## src/rtl/rpa_pkg.sv

```systemverilog
package rpa_pkg;

  localparam int CordicStages = 16;
  localparam int AtanEntries = 24;
  localparam int NStages = (CordicStages < AtanEntries) ? CordicStages : AtanEntries;

  localparam logic signed [31:0] TwoPi = 32'sd1686629713;
  localparam logic signed [31:0] Pi = 32'sd843314857;
  localparam logic signed [31:0] HalfPi = 32'sd421657428;
  localparam logic signed [31:0] InvGain = 32'sd652032874;

  function automatic logic signed [31:0] atan_q28(input int i);
    logic signed [31:0] r;
    begin
      case (i)
        0: r = 32'sd210828714;
        1: r = 32'sd124459457;
        2: r = 32'sd65760959;
        3: r = 32'sd33381290;
        4: r = 32'sd16755422;
        5: r = 32'sd8385879;
        6: r = 32'sd4193963;
        7: r = 32'sd2097109;
        8: r = 32'sd1048571;
        9: r = 32'sd524287;
        10: r = 32'sd262144;
        11: r = 32'sd131072;
        12: r = 32'sd65536;
        13: r = 32'sd32768;
        14: r = 32'sd16384;
        15: r = 32'sd8192;
        16: r = 32'sd4096;
        17: r = 32'sd2048;
        18: r = 32'sd1024;
        19: r = 32'sd512;
        20: r = 32'sd256;
        21: r = 32'sd128;
        22: r = 32'sd64;
        23: r = 32'sd32;
        default: r = 32'sd0;
      endcase
      return r;
    end
  endfunction

  typedef struct packed {
    logic signed [21:0] cos_v;
    logic signed [21:0] sin_v;
  } trig_t;

endpackage

```

## src/rtl/rpa_cordic.sv

```systemverilog
module rpa_cordic (
  input  logic clk,
  input  logic signed [15:0] angle,
  output rpa_pkg::trig_t trig
);
  import rpa_pkg::*;

  logic signed [31:0] zr;
  logic signed [31:0] zr2;
  logic neg0;
  logic signed [31:0] zf;
  logic signed [32:0] xs [0:NStages];
  logic signed [32:0] ys [0:NStages];
  logic signed [31:0] zs [0:NStages];
  logic negs [0:NStages];
  logic signed [32:0] cr;
  logic signed [32:0] sr;

  // Q4.12 times 2^16 lies within about +-8 rad, so at most two wraps are needed.
  always_comb begin
    zr = {angle, 16'd0};
    if (zr > Pi) begin
      zr = zr - TwoPi;
    end else if (zr < -Pi) begin
      zr = zr + TwoPi;
    end
    if (zr > Pi) begin
      zr = zr - TwoPi;
    end else if (zr < -Pi) begin
      zr = zr + TwoPi;
    end
  end

  always_ff @(posedge clk) begin
    zr2 <= zr;
  end

  always_comb begin
    neg0 = 1'b0;
    zf = zr2;
    if (zr2 > HalfPi) begin
      zf = zr2 - Pi;
      neg0 = 1'b1;
    end else if (zr2 < -HalfPi) begin
      zf = zr2 + Pi;
      neg0 = 1'b1;
    end
  end

  always_ff @(posedge clk) begin
    xs[0] <= 33'(InvGain);
    ys[0] <= '0;
    zs[0] <= zf;
    negs[0] <= neg0;
  end

  for (genvar i = 0; i < NStages; i++) begin : g_stage
    always_ff @(posedge clk) begin
      if (zs[i] >= 0) begin
        xs[i+1] <= xs[i] - (ys[i] >>> i);
        ys[i+1] <= ys[i] + (xs[i] >>> i);
        zs[i+1] <= zs[i] - atan_q28(i);
      end else begin
        xs[i+1] <= xs[i] + (ys[i] >>> i);
        ys[i+1] <= ys[i] - (xs[i] >>> i);
        zs[i+1] <= zs[i] + atan_q28(i);
      end
      negs[i+1] <= negs[i];
    end
  end

  always_comb begin
    cr = (xs[NStages] + 33'sd512) >>> 10;
    sr = (ys[NStages] + 33'sd512) >>> 10;
  end

  always_ff @(posedge clk) begin
    trig.cos_v <= negs[NStages] ? -cr[21:0] : cr[21:0];
    trig.sin_v <= negs[NStages] ? -sr[21:0] : sr[21:0];
  end

endmodule

```

## config.mk

```make
export PLATFORM = sky130hd
export DESIGN_NAME = rpa_cordic
export DESIGN_NICKNAME = d
export VERILOG_FILES = /design/src/rtl/rpa_pkg.sv /design/src/rtl/rpa_cordic.sv
export SDC_FILE = /design/constraint.sdc
export NUM_CORES = 2
export LEC_CHECK = 0
export ABC_AREA = 0
export BUFFER_PORTS_ARGS = -buffer_cell sky130_fd_sc_hd__buf_2
export CAP_MARGIN = 20
export CELL_PAD_IN_SITES_DETAIL_PLACEMENT = 1
export CELL_PAD_IN_SITES_GLOBAL_PLACEMENT = 2
export CORE_ASPECT_RATIO = 1.5
export CORE_UTILIZATION = 41
export CTS_CLUSTER_DIAMETER = 150
export DETAILED_ROUTE_END_ITERATION = 8
export HOLD_SLACK_MARGIN = 0.05
export PLACE_DENSITY = 0.92
export SYNTH_ARGS = -nofsm -noshare
export SYNTH_HDL_FRONTEND = slang
export SYNTH_SLANG_ARGS = --single-unit
export TNS_END_PERCENT = 10
```

## constraint.sdc

```tcl
create_clock -name clk -period 7.6 [get_ports clk]
set_clock_uncertainty 0.2 [all_clocks]
set_input_delay 1.14 -clock clk [delete_from_list [all_inputs] [get_ports clk]]
set_output_delay 1.14 -clock clk [all_outputs]
set_load 0.01 [all_outputs]
```

==> impl.org <==
** Logic synthesis
- Count of state elements after synthesis :: 1441
- Synthesis handed over a netlist of 12310 instances.
- Yosys attributes the largest share of cell area to sky130_fd_sc_hd__dfxtp_1 (28%), sky130_fd_sc_hd__ha_1 (16%), sky130_fd_sc_hd__xnor2_1 (9.9%).
- Of all flip-flops after synthesis, the portion carrying an async set or reset was 0.
- Yosys mapped a number of flops with a built-in enable equal to 0.
- The share of the Yosys chip area taken by registers is 0.2764.
- Of the post-synthesis cell area, the dominant cell type holds 0.2764.
- In this run, distinct cell masters in the synthesized netlist total 97.
- The mapped netlist covers 0.1044 mm^2.
- Most frequent cell after synthesis :: sky130_fd_sc_hd__dfxtp_1
- Warnings, synthesis :: 0
- In this run the mean area of a mapped cell was 8.476 um^2.
- The commonest cells after synthesis are sky130_fd_sc_hd__dfxtp_1 (1441), sky130_fd_sc_hd__ha_1 (1306), sky130_fd_sc_hd__xnor2_1 (1174).
- The number of nets in the synthesized netlist is 13680.
- Cell type with the highest aggregate area in the netlist :: sky130_fd_sc_hd__dfxtp_1
- Most used DFF post-synth :: sky130_fd_sc_hd__dfxtp_1

** Min path
- Hold Crit Depth :: 0
- Hold path endpoint :: negs[2]
- Worst min-delay path startpoint :: negs[1]
- Hold crit path type :: register to register

** Drt
- Average wire length per cell after detail routing :: 21.07 um
- DR iter-0 viols :: 3180
- Via total after detailed routing :: 91200
- Dividing the detail-routed via count by the number of cells gives 5.767.
- Before antenna repair, the detailed router went through 6 iterations.
- DRC viols :: 0
- Once detail routing completed, the nets flagged for antenna violations numbered 0.
- Wires add up to 333200 um.

** Worst setup path
- Worst reg2reg setup slack :: 1.24 ns
- Crit path largest cell delay :: 0.68 ns
- Data required time of the critical path :: 8.11 ns
- Walking the worst path, the cells encountered are or4_4 > or3_2 > nand2b_1 > nor2_1 > nand2_1 > or2_2 > o41ai_1 > xor2_1 > ha_1 > nand2_1 > nor4_1 > o311ai_0 > and3b_1 > o21ai_0 > o221a_2 > o41a_1 > a21o_1 > a21oi_1 > xnor2_1.
- In this run the worst setup path begins at ys[4][10].
- In this run the critical register-to-register path is launched from ys[4][10].
- In this run the critical register-to-register path is captured at xs[5][32].
- Kind of end point of the critical path :: register
- Total buffers and inverters traversed by the critical path :: 0
- The slowest stage of the critical path belongs to the cell sky130_fd_sc_hd__o41ai_1.
- Data on the critical path arrives at its endpoint at 6.87 ns.
- The worst setup path is of the register to register kind.
- R2R depth :: 19
- The cell family contributing the most delay on the critical path is simple AND/OR/NAND/NOR gates.
- Worst Path Max Fanout :: 4
- STA classifies the critical path startpoint as a register.
- Critical Path Most Common Cell :: sky130_fd_sc_hd__nand2_1

** Placement
- Global placement routability congestion :: 0.9460
- Cell area after placement :: 0.1084 mm^2
- Detailed placement finished with a half-perimeter wire length of 274100 um.
- Port bufs :: 60
- In this run, placement finished with an instance count of 15520.

** Die
- Core region area :: 0.2528 mm^2
- Area of the die :: 0.2566 mm^2
- The initial utilization of the core area, before any placement, comes to 0.4128.
- Chip Width :: 414.0 um
- 61 I/O pins were placed.
- Die outline height :: 619.9 um
- The floorplan has 226 rows.

** Clock tree
- Once the clock tree was built, the setup fixing pass inserted 0 buffers.
- CTS Buf Count :: 169
- The clock passes through at most 4 buffers.
- Hold repair after CTS inserted 0 buffers.
- Clock-pin slew was measured on the worst setup and hold paths at 0.06 ns.
- After clock tree synthesis, the repair step resized 0 gates.
- The root buffer cell chosen for the clock tree is sky130_fd_sc_hd__clkbuf_16.
- For this design, the sink count on the clock tree is 1441.
- CTS tree :: done
- CTS built an H-tree with a depth of 4.
- Clock Latency Late Sink :: 0.86 ns

** Cells and area
- The area growth from synthesis to layout is 9.263%.
- Post-Layout Cell Count :: 15820
- Final Core Density :: 0.4511
- # nets final :: 13750
- Of the cells placed in the final design, the portion with a size suffix greater than 1 is 0.04045.
- Area of all placed cells without fillers :: 0.1140 mm^2

** Global route
- Largest net degree at the start of global routing :: 75
- Wire length of the first global-routing pass :: 526000 um
- In the global route stage, overall resource usage came out at 0.2545.
- Overflow left after global routing :: 0
- The number of antenna violations at the first check in global routing was 1.
- Vias in the first global route :: 99120

** Run
- Max-cap violations in this run came to 0.

** Timing
- Final number of max-transition violations :: 0
- Period minus WS final :: 6.364 ns
- At the pin with the least slew margin, the transition time is 1.158 ns.
- Summed over all failing endpoints, the final setup total negative slack is 0 ns.
- Measured against its own limit, the worst slew margin works out to 0.2081.
- The hold violation count in the final report came to 0.
- Share of the cycle needed by the critical path after routing :: 0.8374
- Number of setup violations in the final report :: 0
- RSZ-0062 raised after global routing :: no
- For this run, the top clock speed supported by timing is 157.1 MHz.

** Outcome
- Status :: finished clean
## cell families (layout without fill, tap and decap cells)
kind of cell	count (synthesis)	in the layout	synth area share
compound gates	3614	3614	0.2229
simple gates	3371	3371	0.1564
xor+xnor	1803	1803	0.1514
flops	1441	1441	0.2764
fa+ha+maj	1348	1348	0.1646
buf+inv	707	902	0.02551
mux	29	29	0.002793
other cells	0	1	0
## final cells by class
| type | count | area (um^2) |
|---|---|---|
| diodes | 1 | 2.502 |
| clock buffers | 225 | 4775 |
| clock inverters | 66 | 839.6 |
| fillers | 30080 | 138800 |
| inverters | 498 | 1869 |
| multi-input cells | 10170 | 72860 |
| flip-flops and latches | 1441 | 28860 |
| well taps | 3306 | 4136 |
| repair buffers | 113 | 693.2 |
## layer usage
layer / vias to the layer above / routed length, um / GRT usage
met3: 982 / 7268 / 0.02520
li1: 44550 / - / -
met2: 1429 / 188100 / 0.5276
met1: 44240 / 111700 / 0.2193
met4: 0 / 26240 / 0.1791
met5: - / 0 / 0
## through the flow
stage	worst slack [ns]	hold slack [ns]
2_1_floorplan	2.333	0.1096
3_3_place_gp	1.270	0.1117
3_5_place_dp	1.289	0.1135
4_1_cts	1.177	0.1237
5_1_grt	0.9641	0.1334
6_report	1.236	0.1221
## flip-flops by register name, indices dropped and copies added, names as in the netlist
register and flops:
xs 460, ys 486, zs 411, trig 44, negs 17, zr2 23
## how the worst max path moves through the flow
stage / endpoint / slack, ns / depth (start not counted)
after floorplan: ys[16][31] / 2.33 / 17
after global placement: xs[6][32] / 1.27 / 18
after detailed placement: xs[5][32] / 1.29 / 19
after CTS: xs[5][32] / 1.18 / 19
after global routing: xs[5][32] / 0.96 / 19
final: xs[5][32] / 1.24 / 19
## placed cells by master, fill, tap and decap left out, types with 107 or more instances in the layout
master and instances:
sky130_fd_sc_hd__nand2b_1 229, sky130_fd_sc_hd__nand3_1 259, sky130_fd_sc_hd__nor2_1 943, sky130_fd_sc_hd__a21oi_1 939
sky130_fd_sc_hd__nor2b_1 193, sky130_fd_sc_hd__o41ai_1 118, sky130_fd_sc_hd__o31ai_1 225, sky130_fd_sc_hd__a21o_1 410
sky130_fd_sc_hd__o21ai_0 840, sky130_fd_sc_hd__nor3_1 268, sky130_fd_sc_hd__dfxtp_1 1431, sky130_fd_sc_hd__o21a_1 265
sky130_fd_sc_hd__or3_1 145, sky130_fd_sc_hd__clkbuf_16 173, sky130_fd_sc_hd__inv_1 495, sky130_fd_sc_hd__nand2_1 808
sky130_fd_sc_hd__o21bai_1 107, sky130_fd_sc_hd__xnor2_1 1174, sky130_fd_sc_hd__xor2_1 628, sky130_fd_sc_hd__ha_1 1306
Power is left out: the tool's default activity adds up to more than one toggle a clock period on the data nets, which glitch-free logic cannot reach.
